<file path="config.mk">
export PLATFORM = sky130hd
export DESIGN_NAME = column_scalar_diffusion_stencil_top
export DESIGN_NICKNAME = d
export VERILOG_FILES = /design/src/csds_pkg.sv /design/src/column_scalar_diffusion_stencil_top.sv /design/src/csds_div.sv /design/src/csds_datapath.sv /design/src/csds_ctrl.sv
export SDC_FILE = /design/constraint.sdc
export NUM_CORES = 2
export LEC_CHECK = 0
export BUFFER_PORTS_ARGS = -buffer_cell sky130_fd_sc_hd__buf_4
export CAP_MARGIN = 20
export CORE_AREA = 10 10 547 549
export DETAILED_ROUTE_END_ITERATION = 6
export DIE_AREA = 0 0 557 559
export GPL_TIMING_DRIVEN = 0
export PLACE_DENSITY = 0.5
export SYNTH_ARGS = -nofsm -noshare
export SYNTH_HDL_FRONTEND = slang
export SYNTH_SLANG_ARGS = --single-unit
</file>
<file path="constraint.sdc">
create_clock -name clk -period 11 [get_ports clk]
set_input_delay 1.65 -clock clk [delete_from_list [all_inputs] [get_ports clk]]
set_output_delay 1.65 -clock clk [all_outputs]
set_load 0.05 [all_outputs]
</file>
<file path="src/csds_pkg.sv">
`timescale 1ns / 1ps
// Shared types and constants for the column scalar diffusion stencil.
package csds_pkg;

    localparam int DW   = 32;          // width of every data field
    localparam int DIVW = 2 * DW + 1;  // divider remainder width
    localparam int NUMW = DIVW + 1;    // signed numerator width
    localparam int CFG_IDX_W = 1;

    localparam logic [CFG_IDX_W-1:0] CFG_USE_VARIABLE_K = 1'd0;
    localparam logic [CFG_IDX_W-1:0] CFG_DEFAULT_K      = 1'd1;

    typedef struct packed {
        logic signed [DW-1:0] sample_value;
        logic signed [DW-1:0] local_diffusivity;
        logic [DW-1:0]        layer_thickness;
        logic                 first_level;
        logic                 last_level;
    } in_item_t;

    typedef struct packed {
        logic signed [DW-1:0] tendency;
        logic                 boundary_level;
        logic                 saturated;
        logic                 last_of_column;
    } out_item_t;

    // Operand set fed to the divider
    typedef enum logic [1:0] {
        NSEL_GUP  = 2'd0,
        NSEL_GDN  = 2'd1,
        NSEL_TEND = 2'd2
    } num_sel_t;

    typedef struct packed {
        logic     capture;
        logic     restart;
        logic     push;
        logic     load_k;
        logic     div_start;
        num_sel_t div_sel;
        logic     save_gup;
        logic     save_gdn;
        logic     save_t;
        logic     mul_up;
        logic     mul_dn;
        logic     flux_dn;
        logic     emit_int;
        logic     emit_bnd;
    } ctrl_cmd_t;

    typedef struct packed {
        logic in_first;
        logic in_last;
        logic div_done;
        logic out_free;
    } dp_status_t;

endpackage

</file>
<file path="src/column_scalar_diffusion_stencil_top.sv">
`timescale 1ns / 1ps
// Top level of the column scalar diffusion stencil: controller plus datapath.
//
//  channel  | handshake                     | payload
//  ---------+-------------------------------+-----------------------------------
//  item     | item_valid / item_stall       | csds_pkg::in_item_t, one level
//  result   | result_valid / result_stall   | csds_pkg::out_item_t, one level
//  cfg      | cfg_write_en (no wait)        | cfg_index, cfg_data
//
// A boundary-only level goes from dispatch straight to its emit state; an
// interior level makes three passes through the shared radix-2 divider (one
// quotient bit per cycle plus setup each) and two products on the single
// flux multiplier. One level is in flight at a time.
// Reset (rst_n, asynchronous, active low) empties the window and clears the
// config registers. The result register lets a transfer wait under
// result_stall while the next level is already accepted.
module column_scalar_diffusion_stencil_top #(
    parameter int FRACTION_BITS = 16
) (
    input  logic                                clk,
    input  logic                                rst_n,
    input  logic                                item_valid,
    output logic                                item_stall,
    input  csds_pkg::in_item_t                  item,
    output logic                                result_valid,
    input  logic                                result_stall,
    output csds_pkg::out_item_t                 result,
    input  logic                                cfg_write_en,
    input  logic [csds_pkg::CFG_IDX_W-1:0]      cfg_index,
    input  logic [csds_pkg::DW-1:0]             cfg_data
);

    // command and status between the sequencer and the datapath
    csds_pkg::ctrl_cmd_t  cmd;
    csds_pkg::dp_status_t status;

    // Sequencer: tracks the open column and steps through the divide,
    // multiply and emit operations for each level.
    csds_ctrl u_ctrl (
        .clk        (clk),
        .rst_n      (rst_n),
        .item_valid (item_valid),
        .item_stall (item_stall),
        .status     (status),
        .cmd        (cmd)
    );

    // Datapath: holds the two-level window, runs gradients, fluxes and the
    // tendency, and drives the result register.
    csds_datapath #(
        .FRACTION_BITS(FRACTION_BITS)
    ) u_datapath (
        .clk          (clk),
        .rst_n        (rst_n),
        .item         (item),
        .result       (result),
        .result_valid (result_valid),
        .result_stall (result_stall),
        .cfg_write_en (cfg_write_en),
        .cfg_index    (cfg_index),
        .cfg_data     (cfg_data),
        .cmd          (cmd),
        .status       (status)
    );

endmodule

</file>
<file path="src/csds_div.sv">
`timescale 1ns / 1ps
// Radix-2 fixed-point divider: clamp((num << F) / den), truncated toward zero.
module csds_div #(
    parameter int FRACTION_BITS = 16
) (
    input  logic                                clk,
    input  logic                                rst_n,
    input  logic                                start,
    input  logic signed [csds_pkg::NUMW-1:0]    num,
    input  logic [csds_pkg::DW-1:0]             den,
    output logic                                done,
    output logic signed [csds_pkg::DW-1:0]      quotient,
    output logic                                sat
);

    localparam int CNT_W = $clog2(csds_pkg::DW);

    typedef enum logic [4:0] {
        D_IDLE  = 5'b00001,
        D_ABS   = 5'b00010,
        D_CHECK = 5'b00100,
        D_ITER  = 5'b01000,
        D_DONE  = 5'b10000
    } div_state_t;

    div_state_t                         state_reg, state_next;
    logic signed [csds_pkg::NUMW-1:0]   num_reg;
    logic [csds_pkg::DW-1:0]            den_reg;
    logic [csds_pkg::DIVW-1:0]          rem_reg, rem_next;
    logic [csds_pkg::DIVW-1:0]          dsh_reg, dsh_next;
    logic [csds_pkg::DW-1:0]            q_reg, q_next;
    logic [CNT_W-1:0]                   cnt_reg, cnt_next;
    logic                               neg_reg, neg_next;
    logic                               sat_reg, sat_next;
    logic [csds_pkg::NUMW-1:0]          mag;
    logic [csds_pkg::DIVW-1:0]          lim;

    always_comb
    begin
        mag = num_reg[csds_pkg::NUMW-1] ? csds_pkg::NUMW'(-num_reg)
                                        : csds_pkg::NUMW'(num_reg);
        lim = (csds_pkg::DIVW'(den_reg) << (csds_pkg::DW - 1))
            + (neg_reg ? csds_pkg::DIVW'(den_reg) : '0);
    end

    always_comb
    begin
        state_next = state_reg;
        rem_next   = rem_reg;
        dsh_next   = dsh_reg;
        q_next     = q_reg;
        cnt_next   = cnt_reg;
        neg_next   = neg_reg;
        sat_next   = sat_reg;
        case (state_reg)
            D_ABS:
            begin
                rem_next   = csds_pkg::DIVW'(mag) << FRACTION_BITS;
                neg_next   = num_reg[csds_pkg::NUMW-1];
                state_next = D_CHECK;
            end
            D_CHECK:
            begin
                if (rem_reg >= lim)
                begin
                    // out of range: clamp to the signed limit
                    sat_next   = 1'b1;
                    q_next     = neg_reg ? {1'b1, {(csds_pkg::DW-1){1'b0}}}
                                         : {1'b0, {(csds_pkg::DW-1){1'b1}}};
                    state_next = D_DONE;
                end
                else
                begin
                    sat_next   = 1'b0;
                    q_next     = '0;
                    dsh_next   = csds_pkg::DIVW'(den_reg) << (csds_pkg::DW - 1);
                    cnt_next   = CNT_W'(csds_pkg::DW - 1);
                    state_next = D_ITER;
                end
            end
            D_ITER:
            begin
                if (rem_reg >= dsh_reg)
                begin
                    rem_next = rem_reg - dsh_reg;
                    q_next   = {q_reg[csds_pkg::DW-2:0], 1'b1};
                end
                else
                begin
                    q_next = {q_reg[csds_pkg::DW-2:0], 1'b0};
                end
                dsh_next = dsh_reg >> 1;
                cnt_next = cnt_reg - 1'b1;
                if (cnt_reg == '0)
                begin
                    state_next = D_DONE;
                end
            end
            D_DONE:
            begin
                state_next = D_IDLE;
            end
            default:
            begin
                state_next = D_IDLE;
            end
        endcase
        if (start)
        begin
            state_next = D_ABS;
        end
    end

    always_ff @(posedge clk or negedge rst_n)
    begin
        if (!rst_n)
        begin
            state_reg <= D_IDLE;
        end
        else
        begin
            state_reg <= state_next;
        end
    end

    always_ff @(posedge clk)
    begin
        if (start)
        begin
            num_reg <= num;
            den_reg <= den;
        end
        rem_reg <= rem_next;
        dsh_reg <= dsh_next;
        q_reg   <= q_next;
        cnt_reg <= cnt_next;
        neg_reg <= neg_next;
        sat_reg <= sat_next;
    end

    assign done     = (state_reg == D_DONE);
    assign quotient = neg_reg ? -$signed(q_reg) : $signed(q_reg);
    assign sat      = sat_reg;

endmodule

</file>
<file path="src/csds_datapath.sv">
`timescale 1ns / 1ps
// Datapath: level window, config registers, divider, flux multiplier, result register.
module csds_datapath #(
    parameter int FRACTION_BITS = 16
) (
    input  logic                                clk,
    input  logic                                rst_n,
    input  csds_pkg::in_item_t                  item,
    output csds_pkg::out_item_t                 result,
    output logic                                result_valid,
    input  logic                                result_stall,
    input  logic                                cfg_write_en,
    input  logic [csds_pkg::CFG_IDX_W-1:0]      cfg_index,
    input  logic [csds_pkg::DW-1:0]             cfg_data,
    input  csds_pkg::ctrl_cmd_t                 cmd,
    output csds_pkg::dp_status_t                status
);

    localparam int DW   = csds_pkg::DW;
    localparam int NUMW = csds_pkg::NUMW;

    csds_pkg::in_item_t         in_reg;
    logic signed [DW-1:0]       win_val_reg [2];
    logic [DW-1:0]              win_k_reg   [2];
    logic [DW-1:0]              win_dz_reg  [2];
    logic                       use_var_reg;
    logic [DW-1:0]              def_k_reg;
    logic [DW-1:0]              kavg_up_reg, kavg_dn_reg;
    logic signed [DW-1:0]       g_up_reg, g_dn_reg, t_reg;
    logic                       sat_reg;
    logic [2*DW-1:0]            prod_reg;
    logic                       prod_neg_reg;
    logic signed [NUMW-1:0]     f_up_reg, f_dn_reg;
    logic                       out_valid_reg, out_valid_next;
    csds_pkg::out_item_t        out_reg;

    logic [DW-1:0]              k_m, k_0, k_p;
    logic [DW:0]                sum_up, sum_dn;
    logic signed [NUMW-1:0]     div_num;
    logic [DW-1:0]              den_raw, div_den;
    logic                       div_done, div_sat;
    logic signed [DW-1:0]       div_q;
    logic [DW-1:0]              mul_a;
    logic signed [DW-1:0]       mul_g;
    logic [DW-1:0]              mul_mag;
    logic [NUMW-1:0]            p_ext;
    logic signed [NUMW-1:0]     flux_val;
    logic                       out_free;

    function automatic logic [csds_pkg::DW-1:0] eff_k(
        input logic [csds_pkg::DW-1:0] raw,
        input logic                    use_var,
        input logic [csds_pkg::DW-1:0] dflt
    );
        if (!use_var)
        begin
            return dflt;
        end
        // negative diffusivity clamps to zero
        return raw[csds_pkg::DW-1] ? '0 : raw;
    endfunction

    // averaged diffusivities
    always_comb
    begin
        k_m    = eff_k(win_k_reg[0], use_var_reg, def_k_reg);
        k_0    = eff_k(win_k_reg[1], use_var_reg, def_k_reg);
        k_p    = eff_k(in_reg.local_diffusivity, use_var_reg, def_k_reg);
        sum_up = {1'b0, k_0} + {1'b0, k_m};
        sum_dn = {1'b0, k_0} + {1'b0, k_p};
    end

    // divider operand select
    always_comb
    begin
        case (cmd.div_sel)
            csds_pkg::NSEL_GUP:
            begin
                div_num = NUMW'(win_val_reg[1]) - NUMW'(win_val_reg[0]);
                den_raw = win_dz_reg[0];
            end
            csds_pkg::NSEL_GDN:
            begin
                div_num = NUMW'(in_reg.sample_value) - NUMW'(win_val_reg[1]);
                den_raw = in_reg.layer_thickness;
            end
            csds_pkg::NSEL_TEND:
            begin
                div_num = f_dn_reg - f_up_reg;
                den_raw = win_dz_reg[1];
            end
            default:
            begin
                div_num = '0;
                den_raw = '0;
            end
        endcase
        // zero thickness counts as one LSB
        div_den = (den_raw == '0) ? DW'(1) : den_raw;
    end

    csds_div #(
        .FRACTION_BITS(FRACTION_BITS)
    ) u_div (
        .clk      (clk),
        .rst_n    (rst_n),
        .start    (cmd.div_start),
        .num      (div_num),
        .den      (div_den),
        .done     (div_done),
        .quotient (div_q),
        .sat      (div_sat)
    );

    // flux multiplier operands and product scaling
    always_comb
    begin
        mul_a    = cmd.mul_up ? kavg_up_reg : kavg_dn_reg;
        mul_g    = cmd.mul_up ? g_up_reg : g_dn_reg;
        mul_mag  = mul_g[DW-1] ? DW'(-mul_g) : DW'(mul_g);
        p_ext    = NUMW'(prod_reg >> FRACTION_BITS);
        flux_val = prod_neg_reg ? -$signed(p_ext) : $signed(p_ext);
    end

    always_comb
    begin
        out_free       = !out_valid_reg || !result_stall;
        out_valid_next = out_valid_reg;
        if (cmd.emit_int || cmd.emit_bnd)
        begin
            out_valid_next = 1'b1;
        end
        else if (!result_stall)
        begin
            out_valid_next = 1'b0;
        end
    end

    always_ff @(posedge clk or negedge rst_n)
    begin
        if (!rst_n)
        begin
            out_valid_reg <= 1'b0;
            use_var_reg   <= 1'b0;
            def_k_reg     <= '0;
        end
        else
        begin
            out_valid_reg <= out_valid_next;
            if (cfg_write_en)
            begin
                case (cfg_index)
                    csds_pkg::CFG_USE_VARIABLE_K: use_var_reg <= cfg_data[0];
                    csds_pkg::CFG_DEFAULT_K:      def_k_reg   <= cfg_data;
                    default:                      ;
                endcase
            end
        end
    end

    always_ff @(posedge clk)
    begin
        if (cmd.capture)
        begin
            in_reg <= item;
        end
        if (cmd.restart)
        begin
            win_val_reg[0] <= '0;
            win_k_reg[0]   <= '0;
            win_dz_reg[0]  <= '0;
        end
        else if (cmd.push)
        begin
            win_val_reg[0] <= win_val_reg[1];
            win_k_reg[0]   <= win_k_reg[1];
            win_dz_reg[0]  <= win_dz_reg[1];
        end
        if (cmd.restart || cmd.push)
        begin
            win_val_reg[1] <= in_reg.sample_value;
            win_k_reg[1]   <= in_reg.local_diffusivity;
            win_dz_reg[1]  <= in_reg.layer_thickness;
        end
        if (cmd.load_k)
        begin
            kavg_up_reg <= sum_up[DW:1];
            kavg_dn_reg <= sum_dn[DW:1];
        end
        if (cmd.save_gup)
        begin
            g_up_reg <= div_q;
            sat_reg  <= div_sat;
        end
        if (cmd.save_gdn)
        begin
            g_dn_reg <= div_q;
            sat_reg  <= sat_reg | div_sat;
        end
        if (cmd.save_t)
        begin
            t_reg   <= div_q;
            sat_reg <= sat_reg | div_sat;
        end
        if (cmd.mul_up || cmd.mul_dn)
        begin
            prod_reg     <= (2*DW)'(mul_a) * (2*DW)'(mul_mag);
            prod_neg_reg <= mul_g[DW-1];
        end
        if (cmd.mul_dn)
        begin
            f_up_reg <= flux_val;
        end
        if (cmd.flux_dn)
        begin
            f_dn_reg <= flux_val;
        end
        if (cmd.emit_int)
        begin
            out_reg.tendency       <= t_reg;
            out_reg.boundary_level <= 1'b0;
            out_reg.saturated      <= sat_reg;
            out_reg.last_of_column <= 1'b0;
        end
        else if (cmd.emit_bnd)
        begin
            out_reg.tendency       <= '0;
            out_reg.boundary_level <= 1'b1;
            out_reg.saturated      <= 1'b0;
            out_reg.last_of_column <= in_reg.last_level;
        end
    end

    assign result          = out_reg;
    assign result_valid    = out_valid_reg;
    assign status.in_first = in_reg.first_level;
    assign status.in_last  = in_reg.last_level;
    assign status.div_done = div_done;
    assign status.out_free = out_free;

endmodule

</file>
<file path="src/csds_ctrl.sv">
`timescale 1ns / 1ps
// Controller: column tracking and per-level operation sequence.
module csds_ctrl (
    input  logic                    clk,
    input  logic                    rst_n,
    input  logic                    item_valid,
    output logic                    item_stall,
    input  csds_pkg::dp_status_t    status,
    output csds_pkg::ctrl_cmd_t     cmd
);

    typedef enum logic [10:0] {
        S_IDLE     = 11'b00000000001,
        S_DISPATCH = 11'b00000000010,
        S_DIV_UP   = 11'b00000000100,
        S_DIV_DN   = 11'b00000001000,
        S_MUL_UP   = 11'b00000010000,
        S_MUL_DN   = 11'b00000100000,
        S_FLUX     = 11'b00001000000,
        S_START_T  = 11'b00010000000,
        S_DIV_T    = 11'b00100000000,
        S_EMIT_I   = 11'b01000000000,
        S_EMIT_B   = 11'b10000000000
    } ctrl_state_t;

    ctrl_state_t state_reg, state_next;
    logic [1:0]  seen_reg, seen_next;

    always_comb
    begin
        state_next = state_reg;
        seen_next  = seen_reg;
        cmd        = '0;
        case (state_reg)
            S_IDLE:
            begin
                if (item_valid)
                begin
                    cmd.capture = 1'b1;
                    state_next  = S_DISPATCH;
                end
            end
            S_DISPATCH:
            begin
                if (status.in_first || seen_reg == 2'd0)
                begin
                    // open a new column, dropping any open one
                    cmd.restart = 1'b1;
                    seen_next   = status.in_last ? 2'd0 : 2'd1;
                    state_next  = S_EMIT_B;
                end
                else if (seen_reg == 2'd2)
                begin
                    cmd.load_k    = 1'b1;
                    cmd.div_start = 1'b1;
                    cmd.div_sel   = csds_pkg::NSEL_GUP;
                    seen_next     = status.in_last ? 2'd0 : 2'd2;
                    state_next    = S_DIV_UP;
                end
                else
                begin
                    cmd.push   = 1'b1;
                    seen_next  = status.in_last ? 2'd0 : 2'd2;
                    state_next = status.in_last ? S_EMIT_B : S_IDLE;
                end
            end
            S_DIV_UP:
            begin
                if (status.div_done)
                begin
                    cmd.save_gup  = 1'b1;
                    cmd.div_start = 1'b1;
                    cmd.div_sel   = csds_pkg::NSEL_GDN;
                    state_next    = S_DIV_DN;
                end
            end
            S_DIV_DN:
            begin
                if (status.div_done)
                begin
                    cmd.save_gdn = 1'b1;
                    state_next   = S_MUL_UP;
                end
            end
            S_MUL_UP:
            begin
                cmd.mul_up = 1'b1;
                state_next = S_MUL_DN;
            end
            S_MUL_DN:
            begin
                cmd.mul_dn = 1'b1;
                state_next = S_FLUX;
            end
            S_FLUX:
            begin
                cmd.flux_dn = 1'b1;
                state_next  = S_START_T;
            end
            S_START_T:
            begin
                cmd.div_start = 1'b1;
                cmd.div_sel   = csds_pkg::NSEL_TEND;
                state_next    = S_DIV_T;
            end
            S_DIV_T:
            begin
                if (status.div_done)
                begin
                    cmd.save_t = 1'b1;
                    state_next = S_EMIT_I;
                end
            end
            S_EMIT_I:
            begin
                if (status.out_free)
                begin
                    cmd.emit_int = 1'b1;
                    cmd.push     = 1'b1;
                    state_next   = status.in_last ? S_EMIT_B : S_IDLE;
                end
            end
            S_EMIT_B:
            begin
                if (status.out_free)
                begin
                    cmd.emit_bnd = 1'b1;
                    state_next   = S_IDLE;
                end
            end
            default:
            begin
                state_next = S_IDLE;
            end
        endcase
    end

    always_ff @(posedge clk or negedge rst_n)
    begin
        if (!rst_n)
        begin
            state_reg <= S_IDLE;
            seen_reg  <= 2'd0;
        end
        else
        begin
            state_reg <= state_next;
            seen_reg  <= seen_next;
        end
    end

    assign item_stall = (state_reg != S_IDLE);

endmodule

</file>
Word level (Yosys, flattened, before mapping)
Memory sizes are Yosys's and may differ from the RTL's. Cells that the tools add are included.

Output and inout port bits: 37. Register bits: 810. Input bits: 136. Logic and storage cells: 186. Memories kept: 3. Bits in writable memories: 192.

Order comparisons: 2. Bitwise gates (word level): 5. Mux-type cells: 81. $mul: 1. $add $sub $neg: 12. Reduce and logical (&&, ||, !) cells: 20. Equality and inequality tests: 29.

Memory list: u_datapath.win_dz_reg (words 2, bits a word 32, read ports 2, clocked after memory_dff 0, write ports 2, RTL line csds_datapath.sv:25) `logic [DW-1:0] win_dz_reg [2];`; u_datapath.win_k_reg (words 2, bits a word 32, read ports 2, clocked after memory_dff 0, write ports 2, RTL line csds_datapath.sv:24) `logic [DW-1:0] win_k_reg [2];`; u_datapath.win_val_reg (words 2, bits a word 32, read ports 2, clocked after memory_dff 0, write ports 2, RTL line csds_datapath.sv:23) `logic signed [DW-1:0] win_val_reg [2];`.

Operators with widths (number): $mux W32 (13); $pmux W65 S2 (2); $pmux W66 S3 (1); $mux W65 (2); $pmux W11 S11 (1); $mux W11 (9); $pmux W32 S3 (1); $mux W31 (3); $mux W35 (2); $add A32 B32 Y33 (2); $mux W66 (1); $neg A48 Y66 (1); $sub A32 B32 Y33 (2); $sub A66 B66 Y66 (1); $ge A65 B64 Y1 (1); $ge A65 B65 Y1 (1); $sub A65 B65 Y65 (1); $add A63 B32 Y64 (1); $mul A32 B32 Y64 (1); $neg A32 Y32 (2); $pmux W32 S2 (1); $mux W49 (1); $neg A49 Y49 (1); $logic_not A32 Y1 (1); other kinds (40) (98).

Logic depth before layout (Yosys ltp)
Word-level depth: 8. Depth in mapped cells: 48. Gate-level depth less buffers: 39.

Hierarchy
Synthesis repeated with hierarchy kept, for this count alone.

Cell total of the unflattened synthesis: 8639. Area total of the unflattened synthesis: 86920.9 µm².

Modules (own cells, without submodules): csds_datapath (instances 1, cells each 6828, area an instance 69248.9 µm²); csds_div (instances 1, cells each 1699, area an instance 16728.5 µm²); csds_ctrl (instances 1, cells each 112, area an instance 943.4 µm²).

Worst setup path after synthesis
No wires, ideal clock.

Path kind: register to register. Start: register u_ctrl.state_reg[5]. End: register u_datapath.prod_reg[58], data pin. Setup time: 0.266 ns. Data required time: 10.734 ns. Arrival: 11.004 ns. Stages on the path, launching flop included: 44. Path slack: -0.270 ns. Cells stage by stage: dfrtp_1 -> nor4_2 -> and4b_1 -> buf_2 -> buf_2 -> buf_2 -> buf_2 -> buf_2 -> buf_2 -> nand2_1 -> nand2_1 -> inv_1 -> clkbuf_1 -> ha_1 -> and4_1 -> o211a_1 -> o21a_1 -> o21a_1 -> [... 8 more ...] -> fa_1 -> fa_1 -> fa_1 -> fa_1 -> fa_1 -> fa_1 -> ha_1 -> clkbuf_1 -> and3_1 -> nand4_1 -> nor3_1 -> a311o_1 -> a21oi_1 -> o31a_1 -> o21ai_1 -> a21oi_1 -> o41ai_1 -> xnor2_1.

Cells in the longest elaborated chain, start to end: 6. Elaborated cells between the ends (all ways): 7.

RTL lines: start, declared (RTL line csds_ctrl.sv:26) `ctrl_state_t state_reg, state_next;`; start signal, assigned (RTL line csds_ctrl.sv:147) `state_reg <= state_next;`; $eq A11 B5 Y1 * (RTL line csds_ctrl.sv:34) `case (state_reg)`; $mux W1 * (RTL line csds_ctrl.sv:34); $mux W32 (RTL line csds_datapath.sv:119) `mul_g = cmd.mul_up ? g_up_reg : g_dn_reg;`; $neg A32 Y32 (RTL line csds_datapath.sv:120) `mul_mag = mul_g[DW-1] ? DW'(-mul_g) : DW'(mul_g);`; $mux W32 (RTL line csds_datapath.sv:120); $mul A32 B32 Y64 * (RTL line csds_datapath.sv:207) `prod_reg <= (2*DW)'(mul_a) * (2*DW)'(mul_mag);`; end signal, assigned (RTL line csds_datapath.sv:207); end, declared (RTL line csds_datapath.sv:31) `logic [2*DW-1:0] prod_reg;`.

Every way passes the cells marked *; elsewhere a longest branch is shown, timed or not. A chain may end at the register's enable or synchronous reset.

Worst setup path after layout
Start: register u_ctrl.state_reg[3]. End: register u_datapath.prod_reg[62], data pin.

Same word-level chain as after synthesis.

==> results_dict.tcl <==
set metrics [dict create \
    status "complete, no violations" \
    hpwl_um 261000 \
    power.density_mw_per_mm2 182 \
    fmax_mhz 92.6 \
    ys.flop_type "edfxtp_1" \
    ys_warn_count 0 \
    wl_per_cell_um 24.9 \
    cts_root_buf "clkbuf_16" \
    core_area_sq_mm 0.288 \
    synth_async_sr_flop_share_pct 5.38 \
    synth.distinct_cells 87 \
    grt_max_degree 71 \
    layout_commonest_cell "inv_1" \
    min_period_over_period_pct 98.2 \
    overflow 0 \
    totalPowerFinal_mw 18.2 \
    slew_viol_final 0 \
    syn_area_per_cell_sq_um 10.0 \
    worstPathRequired_ns 11.45 \
    worst_slew_pin_slew_ns 1.17 \
    rows 197 \
    viasPerCell 5.12 \
    synthCells 8567 \
    grt.total_usage_pct 20.0 \
    ys_ff_latch 967 \
    syn2layout_area_growth_pct 16.0 \
    finalHoldViolCount 0 \
    stdcell_area_sq_mm 0.0996 \
    yosysSeqAreaShare_pct 33.5 \
    die_h_um 559 \
    max_cap_viol_count 0 \
    drive_above_1_share_pct 9.90 \
    postCtsHoldBufs 0 \
    cts_tree "yes" \
    final.fill_count 29169 \
    layout_common_cells "1,249 x inv_1, 956 x nand2_1, 913 x edfxtp_1" \
    drc 0 \
    cts_sinks 967 \
    grt_pass1_vias 67983 \
    crit_path_start_kind "register" \
    largest_reg_flops 96 \
    cts_buffer_depth 3 \
    critPathCaptureType "register" \
    finClkSkew_ns 0.0463 \
    drt_iter0_drc 5527 \
    tns_ns 0 \
    vdd_drop_max_uv 359 \
    synth_edf_count 913 \
    synth_top_area_cell "edfxtp_1" \
    drt_wl_total_um 321000 \
    die_area_sq_mm 0.311 \
    fin_crit_ns 10.80 \
    synth.top_cells.by_area "edfxtp_1 32%, fa_1 21%, ha_1 8.5%" \
    clock_latency_ns 0.74 \
    finalSetupViolations 0 \
    num_vias 66036 \
    netlist_area_sq_mm 0.0859 \
    place.gp.congestion 0.979 \
    slew_headroom_pct 21.8 \
    clk_pin_slew_worst_paths_ns 0.07 \
    worstPathMaxFanout 10 \
    port_buffers 172 \
    drt_pass1_iterations 6 \
    critPathArrivalTime_ns 11.25 \
    boundaryPins 173 \
    hp-class "register to register" \
    dpl_cell_area_sq_mm 0.0935 \
    worstSetupPathType "register to register" \
    p_leak_nw 43.3 \
    ant_nets 0 \
    cp_common_cell "fa_1" \
    dieWidth_um 557 \
    synth_nets 10187 \
    grt_antenna_before_repair 15 \
    critPathMaxStageDelay_ns 0.88 \
    initial_core_util_pct 29.9 \
    htreeDepth 3 \
    crit_slowest_cell "clkbuf_1" \
    grt_pass1_wl_um 465000 \
    synth_top_cell_area_share_pct 31.9 \
    cts_buffers 106 \
    fin_nets 10634 \
    rsz0062_at_grt "true" \
]
-- Yosys cell counts (46+ instances only) --
library cell and count:
a21o_1 326, a21oi_1 352, a22oi_1 51, a31oi_1 46, and2_1 50, and3_1 68, clkbuf_1 297, dfrtp_1 50
edfxtp_1 913, fa_1 901, ha_1 583, inv_1 1255, mux2i_1 68, nand2_1 968, nand2b_1 57, nand3_1 88
nand4_1 79, nor2_1 790, nor2b_1 138, nor3_1 73, o21ai_0 327, o31ai_1 57, or3_1 48, xnor2_1 321
xor2_1 142
-- through the flow --
step           hold WS, ns  worst slack [ns]  util (%)  instances
2_1_floorplan        0.426            0.0208         -       8567
3_3_place_gp         0.434             -4.65      32.0      12520
3_5_place_dp         0.435             -4.36      32.5      12605
4_1_cts              0.422           0.00103      34.4      12857
5_1_grt              0.453           -0.0363      34.6      12889
6_report             0.433             0.202      34.6      12892
-- logic make-up (layout without fill, tap and decap cells) --
group | count (synthesis) | after routing | synth area share, %
AND/OR/NAND/NOR | 2498 | 2498 | 13.1
buffers and inverters | 1592 | 2132 | 6.98
adder cells (fa/ha/maj) | 1484 | 1484 | 29.5
AO/OA/AOI/OAI | 1457 | 1457 | 11.0
flip-flops | 967 | 967 | 33.5
XOR/XNOR | 463 | 463 | 4.72
multiplexers | 106 | 106 | 1.29
other | 0 | 4 | 0
-- where the power goes --
| group | leakage, nW | internal [mW] | switching, mW |
|---|---|---|---|
| Combinational | 32.5 | 3.74 | 5.82 |
| Clock | 1.79 | 2.18 | 1.64 |
| Sequential | 9.03 | 4.64 | 0.132 |
| Total | 43.3 | 10.6 | 7.59 |
-- critical path: cells and delay by family (launching register included) --
family	cells	cell delay (ns)
buf+inv	7	1.64
simple gates	4	0.95
compound gates	9	1.78
flops	1	0.42
fa+ha+maj	9	4.68
mux	1	0.83
xor+xnor	1	0.16
-- worst paths after layout --
path                       slack, ns  cells after the start                                 endpoint                             from
max                             0.20                     31        u_datapath.prod_reg[62]$_DFFE_PP_  u_ctrl.state_reg[3]$_DFFE_PN0P_
min                             0.43                      0  u_datapath.win_val_reg[0][43]$_DFFE_PP_  u_datapath.in_reg[77]$_DFFE_PP_
max reg2reg                     0.20                     31        u_datapath.prod_reg[62]$_DFFE_PP_  u_ctrl.state_reg[3]$_DFFE_PN0P_
min reg2reg                     0.43                      0  u_datapath.win_val_reg[0][43]$_DFFE_PP_  u_datapath.in_reg[77]$_DFFE_PP_
max in group asynchronous       9.27                      1          u_ctrl.state_reg[5]$_DFFE_PN0P_                            rst_n
min in group asynchronous       1.04                      1     u_datapath.def_k_reg[18]$_DFFE_PN0P_                            rst_n
-- layout make-up --
cell class	instances	area (sq um)	area share, %
multi-input combinational	6008	52500	52.7
sequential	967	28800	28.9
inverter	1259	4730	4.75
tap	3781	4730	4.75
timing repair buffer	361	3510	3.52
clock buffer	124	2760	2.77
buffer	311	1680	1.68
clock inverter	77	966	0.970
antenna	4	10.0	0.0100
-- layer usage --
metal	share of wire [%]	GRT usage [%]	vias up	wire length [um]
met2	44	31.5	2498	142000
met4	5.7	8.98	2	18300
met3	7.0	3.30	543	22600
li1	-	-	29449	-
met1	43	27.0	33544	138000
met5	0.0053	0	-	17
-- what timing repair did --
item,CTS,global route
setup buffers,65,37
gates resized for setup,298,126
pin swaps,47,50
endpoints found under the setup margin,48,23
cloned,0,0
(Power assumes the default switching activity.)
